### config.mk
export PLATFORM = sky130hd
export DESIGN_NAME = rgpg_dist
export DESIGN_NICKNAME = d
export VERILOG_FILES = /design/src/rtl/rgpg_pkg.sv /design/src/rtl/rgpg_dist.sv
export SDC_FILE = /design/constraint.sdc
export NUM_CORES = 2
export LEC_CHECK = 0
export BUFFER_PORTS_ARGS = -buffer_cell sky130_fd_sc_hd__buf_4
export CORE_MARGIN = 5
export CORE_UTILIZATION = 66
export DETAILED_ROUTE_END_ITERATION = 8
export GPL_TIMING_DRIVEN = 1
export PLACE_DENSITY_LB_ADDON = 0.1
export RECOVER_POWER = 100
export SLEW_MARGIN = 15
export SYNTH_ARGS = -nofsm -noshare
export SYNTH_HDL_FRONTEND = slang
export SYNTH_SLANG_ARGS = --single-unit
export TNS_END_PERCENT = 30
### constraint.sdc
create_clock -name clock -period 10.57 [get_ports clock]
set_input_delay 2.114 -clock clock [delete_from_list [all_inputs] [get_ports clock]]
set_output_delay 2.114 -clock clock [all_outputs]
set_load 0.03 [all_outputs]
### src/rtl/rgpg_pkg.sv
// Shared types, constants and constant functions of the radial glow pixel generator.
package rgpg_pkg;

   localparam int MAX_DIM   = 4096;
   localparam int FRAC_BITS = 16;
   localparam int DIM_W     = 13;
   localparam int COORD_W   = 12;
   localparam int VALUE_W   = 16;
   localparam int CSR_IDX_W = 3;
   localparam int CSR_DAT_W = 16;

   localparam logic [30:0] LOG2E_Q30 = 31'd1549082005;

   typedef enum logic [CSR_IDX_W-1:0] {
      CSR_IMAGE_WIDTH   = 3'd0,
      CSR_IMAGE_HEIGHT  = 3'd1,
      CSR_DISC_SIZE     = 3'd2,
      CSR_EXPOSURE      = 3'd3,
      CSR_OUTPUT_FORMAT = 3'd4
   } csr_index_type;

   typedef struct packed {
      logic [DIM_W-1:0]   image_width;
      logic [DIM_W-1:0]   image_height;
      logic [15:0]        disc_size;
      logic [15:0]        exposure;
      logic               output_format;
   } cfg_type;

   // integer square root, elaboration use only
   function automatic logic [63:0] isqrt64(logic [63:0] v_in);
      logic [63:0] v;
      logic [63:0] res;
      logic [63:0] bitv;
      v   = v_in;
      res = '0;
      for (int j = 31; j >= 0; j--) begin
         bitv = 64'(1) << (2 * j);
         if (v >= res + bitv) begin
            v   = v - (res + bitv);
            res = (res >> 1) + bitv;
         end else begin
            res = res >> 1;
         end
      end
      return res;
   endfunction

   // r_n ~ 2^(-2^-n) in Q0.30
   function automatic logic [29:0] exp_root(int n);
      logic [63:0] r;
      r = 64'(1) << 29;
      for (int j = 0; j < 16; j++) begin
         if (j < n) r = isqrt64(r << 30);
      end
      return r[29:0];
   endfunction

endpackage

### src/rtl/rgpg_dist.sv
// Coordinate to rounded distance from image center: dividers, squares, root.
module rgpg_dist import rgpg_pkg::*; (
   input  logic               clock,
   input  logic               reset,
   input  logic               en,
   input  logic               in_valid,
   input  logic [COORD_W-1:0] pixel_x,
   input  logic [COORD_W-1:0] pixel_y,
   input  cfg_type            cfg,
   output logic               out_valid,
   output logic               out_error,
   output logic [15:0]        out_dist
);

   localparam int DIV_STEPS     = FRAC_BITS + 1;
   localparam int DIV_PER_STAGE = 3;
   localparam int DIV_STAGES    = (DIV_STEPS + DIV_PER_STAGE - 1) / DIV_PER_STAGE;
   localparam int SQ_STEPS      = 16;
   localparam int SQ_PER_STAGE  = 2;
   localparam int SQ_STAGES     = SQ_STEPS / SQ_PER_STAGE;
   localparam logic [16:0] HALF = 17'(1) << (FRAC_BITS - 1);

   typedef struct packed {
      logic [11:0] dv;
      logic [12:0] rem;
      logic [16:0] quo;
      logic [16:0] num;
   } axis_div_type;

   typedef struct packed {
      logic         error;
      axis_div_type ax;
      axis_div_type ay;
   } div_stage_type;

   typedef struct packed {
      logic        error;
      logic [31:0] v;
      logic [31:0] res;
   } sq_stage_type;

   // restoring division, quotient bits MSB first
   function automatic axis_div_type div_step(axis_div_type a, int first);
      logic [13:0]  t;
      axis_div_type r;
      int           g;
      r = a;
      for (int j = 0; j < DIV_PER_STAGE; j++) begin
         g = first + j;
         if (g < DIV_STEPS) begin
            t = {r.rem, r.num[DIV_STEPS-1-g]};
            if (t >= {2'b00, r.dv}) begin
               r.rem = 13'(t - {2'b00, r.dv});
               r.quo = {r.quo[15:0], 1'b1};
            end else begin
               r.rem = t[12:0];
               r.quo = {r.quo[15:0], 1'b0};
            end
         end
      end
      return r;
   endfunction

   function automatic logic [15:0] mag(logic [16:0] q);
      return (q >= HALF) ? 16'(q - HALF) : 16'(HALF - q);
   endfunction

   // digit-by-digit square root, bit walks down from 2^30
   function automatic sq_stage_type sq_step(sq_stage_type a, int first);
      sq_stage_type r;
      logic [31:0]  bitv;
      logic [32:0]  sum;
      r = a;
      for (int j = 0; j < SQ_PER_STAGE; j++) begin
         bitv = 32'(1) << (2 * (SQ_STEPS - 1 - (first + j)));
         sum  = {1'b0, r.res} + {1'b0, bitv};
         if ({1'b0, r.v} >= sum) begin
            r.v   = r.v - sum[31:0];
            r.res = (r.res >> 1) + bitv;
         end else begin
            r.res = r.res >> 1;
         end
      end
      return r;
   endfunction

   logic [DIM_W-1:0] w_sat, h_sat, dvx, dvy;
   div_stage_type    div_in;
   div_stage_type    div_ff [DIV_STAGES+1];
   logic             div_v_ff [DIV_STAGES+1];

   logic             mag_v_ff, mag_err_ff;
   logic [15:0]      mx_ff, my_ff;
   logic             sqr_v_ff, sqr_err_ff;
   logic [31:0]      sqx_ff, sqy_ff;
   sq_stage_type     sq_ff [SQ_STAGES+1];
   logic             sq_v_ff [SQ_STAGES+1];
   logic             out_v_ff, out_err_ff;
   logic [15:0]      out_dist_ff;

   always_comb begin
      w_sat = (cfg.image_width > DIM_W'(MAX_DIM)) ? DIM_W'(MAX_DIM) : cfg.image_width;
      h_sat = (cfg.image_height > DIM_W'(MAX_DIM)) ? DIM_W'(MAX_DIM) : cfg.image_height;
      dvx   = (w_sat < DIM_W'(2)) ? DIM_W'(1) : w_sat - DIM_W'(1);
      dvy   = (h_sat < DIM_W'(2)) ? DIM_W'(1) : h_sat - DIM_W'(1);
      div_in.error  = ({1'b0, pixel_x} >= w_sat) || ({1'b0, pixel_y} >= h_sat);
      // numerator c*2^16 + dv/2; top bits above the quotient range seed the remainder
      div_in.ax.dv  = dvx[11:0];
      div_in.ax.rem = {2'b00, pixel_x[11:1]};
      div_in.ax.quo = '0;
      div_in.ax.num = {pixel_x[0], 5'b00000, dvx[11:1]};
      div_in.ay.dv  = dvy[11:0];
      div_in.ay.rem = {2'b00, pixel_y[11:1]};
      div_in.ay.quo = '0;
      div_in.ay.num = {pixel_y[0], 5'b00000, dvy[11:1]};
   end

   always_ff @(posedge clock) begin
      if (reset) div_v_ff[0] <= 1'b0;
      else if (en) div_v_ff[0] <= in_valid;
   end

   always_ff @(posedge clock) begin
      if (en) div_ff[0] <= div_in;
   end

   for (genvar s = 0; s < DIV_STAGES; s++) begin : g_div
      always_ff @(posedge clock) begin
         if (reset) div_v_ff[s+1] <= 1'b0;
         else if (en) div_v_ff[s+1] <= div_v_ff[s];
      end
      always_ff @(posedge clock) begin
         if (en) begin
            div_ff[s+1].error <= div_ff[s].error;
            div_ff[s+1].ax    <= div_step(div_ff[s].ax, s * DIV_PER_STAGE);
            div_ff[s+1].ay    <= div_step(div_ff[s].ay, s * DIV_PER_STAGE);
         end
      end
   end

   always_ff @(posedge clock) begin
      if (reset) begin
         mag_v_ff <= 1'b0;
         sqr_v_ff <= 1'b0;
         sq_v_ff[0] <= 1'b0;
      end else if (en) begin
         mag_v_ff <= div_v_ff[DIV_STAGES];
         sqr_v_ff <= mag_v_ff;
         sq_v_ff[0] <= sqr_v_ff;
      end
   end

   always_ff @(posedge clock) begin
      if (en) begin
         mag_err_ff    <= div_ff[DIV_STAGES].error;
         mx_ff         <= mag(div_ff[DIV_STAGES].ax.quo);
         my_ff         <= mag(div_ff[DIV_STAGES].ay.quo);
         sqr_err_ff    <= mag_err_ff;
         sqx_ff        <= 32'(mx_ff) * 32'(mx_ff);
         sqy_ff        <= 32'(my_ff) * 32'(my_ff);
         sq_ff[0].error <= sqr_err_ff;
         sq_ff[0].v     <= sqx_ff + sqy_ff;
         sq_ff[0].res   <= '0;
      end
   end

   for (genvar s = 0; s < SQ_STAGES; s++) begin : g_sq
      always_ff @(posedge clock) begin
         if (reset) sq_v_ff[s+1] <= 1'b0;
         else if (en) sq_v_ff[s+1] <= sq_v_ff[s];
      end
      always_ff @(posedge clock) begin
         if (en) sq_ff[s+1] <= sq_step(sq_ff[s], s * SQ_PER_STAGE);
      end
   end

   // round to nearest: leftover v is d2 - res^2
   always_ff @(posedge clock) begin
      if (reset) out_v_ff <= 1'b0;
      else if (en) out_v_ff <= sq_v_ff[SQ_STAGES];
   end

   always_ff @(posedge clock) begin
      if (en) begin
         out_err_ff  <= sq_ff[SQ_STAGES].error;
         out_dist_ff <= sq_ff[SQ_STAGES].res[15:0]
                        + 16'(sq_ff[SQ_STAGES].v > sq_ff[SQ_STAGES].res);
      end
   end

   assign out_valid = out_v_ff;
   assign out_error = out_err_ff;
   assign out_dist  = out_dist_ff;

endmodule

==> results.yml <==
run_status:
  status: "finished with violations"
  violations: "capacitance limit, slew limit"
route:
  wire_per_inst_um: 18.22
  drt_iter0_drc: 4774
  vias: 59340
  drt_first_pass_iters: 6
  avgViaCountPerCell: 6.054
  finalWirelength_um: 178600
  drtAntennaViolNets: 0
  drc: 0
timing:
  setup_viol: 0
  rsz0062_at_grt: "false"
  holdWs_ps: 396.7
  clock.fmax_ghz: 0.1040
  max_slew_margin: -1.925
  timing.final.ws_setup_ps: 951.6
  worstMarginPinSlew_ps: 4387
  hold_viol: 0
  fin_tns_setup_ps: 0
  final.period_utilization: 0.9100
  fin_crit_ps: 9618
  slew_violations: 834
  skew_ps: 25.61
global_routing:
  grt_overflow_total: 0
  grt_pass1_vias: 58330
  antenna_found_initial: 0
  grt_usage: 0.2785
  grt_max_degree: 180
  grt_pass1_wl_um: 293200
floorplanning:
  io_pins: 105
  rows: 127
  coreArea_mm2: 0.1200
  die_y_um: 357.8
  start_util: 0.6653
  fp.dieW_um: 357.8
  die-area_mm2: 0.1280
critical_path:
  cp_slowest_cell: "o21ai_0"
  critPathMaxFanout: 22
  crit_family: "compound AO/OA/AOI/OAI gates"
  crit_required_ps: 11010
  cp-start-kind: "flop"
  critical_path.most_common_cell: "o21ai_0"
  slowest_delay_ps: 610
  cp.arrival_ps: 10060
  end_kind: "flop"
  crit_buf_inv: 4
  path_class: "flop to flop"
synthesis:
  synthCells: 8044
  synth_compound_area_frac: 0.1320
  ys.flop_type: "edfxtp_1"
  synth-adder-area-share: 0.2198
  synth.mux.area_fraction: 0.03734
  synth_warnings: 0
  yosys.area.top_type: "edfxtp_1"
  syn_area_mm2: 0.07981
  synthDistinctLibCells: 104
  synth-simple-area-share: 0.1454
  synthXorXnorAreaFrac: 0.06420
  synthDominantCellAreaShare: 0.3488
  syn_nets: 9318
  synth-seq-area-share: 0.3495
  synth_top_family_by_area: "adder cells"
  ys_seq_elements: 930
  postSynthAreaPerCell_um2: 9.922
  synth_area_leaders: "edfxtp_1, ha_1, fa_1"
  synth_edf_count: 927
  async_reset_ff_frac: 0
finish:
  layout_commonest_cell: "inv_1"
  layout_common_cells: "inv_1, edfxtp_1, ha_1, nand2_1, nor2_1"
  area_delta_synth_final_pct: 6.720
  fin_cells: 9801
  final_nets: 9387
  diodes: 0
  layout-drive-gt1-share: 0.05910
clock_network:
  path_clk_slew_ps: 60
  holdBufCountCts: 0
  cts.path.max_buffers: 3
  cts.sinks: 930
  cts_tree: "built"
  cts_buffers: 101
  cts_resized: 0
  clkLatencyLatePin_ps: 710
  htree_levels: 3
  cts_setup_buffers: 0
  root_buffer: "clkbuf_16"
job:
  cap_violations: 9
place:
  io_buffer_count: 71
  place.gp.congestion: 0.9372
  dp_slack_ps: 1294
  place_inst: 9622
  hpwl_um: 138900
worst_hold_path:
  holdCritPathClass: "flop to flop"
==> path summary, 6_finish.rpt <==
| check | slack, ps | start | cells past startpoint | end |
|---|---|---|---|---|
| hold / removal | 400 | sq_ff[0][584] | 0 | out_error |
| setup / recovery | 950 | div_ff[3][107] | 33 | div_ff[4][101] |
| hold reg to reg | 400 | sq_ff[0][584] | 0 | out_error |
| setup reg to reg | 950 | div_ff[3][107] | 33 | div_ff[4][101] |
==> Yosys cell counts (all sizes together), types with 135 or more instances <==
library cell    n
xnor2         388
inv           944
nand2         596
xor2          197
nand3         145
fa            359
nor2b         135
ha            828
edfxtp        927
o21ai         368
nor2          561
a21oi         499
a21o          177
nor3          179
mux2          215
and2          158
==> metrics by stage <==
stage,util,area [µm²]
5_1_grt,0.7100,85180
3_3_place_gp,0.6846,82130
3_5_place_dp,0.6846,82130
6_report,0.7100,85180
4_1_cts,0.7132,85570
2_1_floorplan,-,79810
==> flip-flops by register name, indices dropped and copies added (netlist names) <==
name / count
div_v_ff: 7
sqy_ff: 31
sqx_ff: 31
out_valid: 1
sqr_err_ff: 1
mag_v_ff: 1
out_error: 1
sq_v_ff: 9
out_dist: 16
my_ff: 16
sqr_v_ff: 1
div_ff: 429
mag_err_ff: 1
mx_ff: 16
sq_ff: 369
==> cell families after synthesis <==
family | Yosys count
and+or+nand+nor | 2339
DFF | 930
xor gates and xnor gates | 585
muxes | 269
adders and majority gates | 1187
AOI/OAI and AO/OA | 1649
buffers and inverters | 1085
==> metal layers <==
layer	vias up	track usage	share of wire
met4	0	0.09613	0.035
met5	-	0	0
li1	28770	-	-
met3	359	0.03087	0.051
met1	28580	0.3770	0.44
met2	1621	0.4710	0.48
==> layout make-up <==
cell class / count / area [µm²]
clock inverter: 67 / 825.8
tap: 1612 / 2017
multi-input combinational: 6029 / 47720
timing repair buffer: 104 / 548.0
sequential: 930 / 27900
fill: 9005 / 34790
clock buffer: 112 / 2611
inverter: 947 / 3555
Power is left out: the tool's default activity adds up to more than one toggle a clock period on the data nets, which glitch-free logic cannot reach.
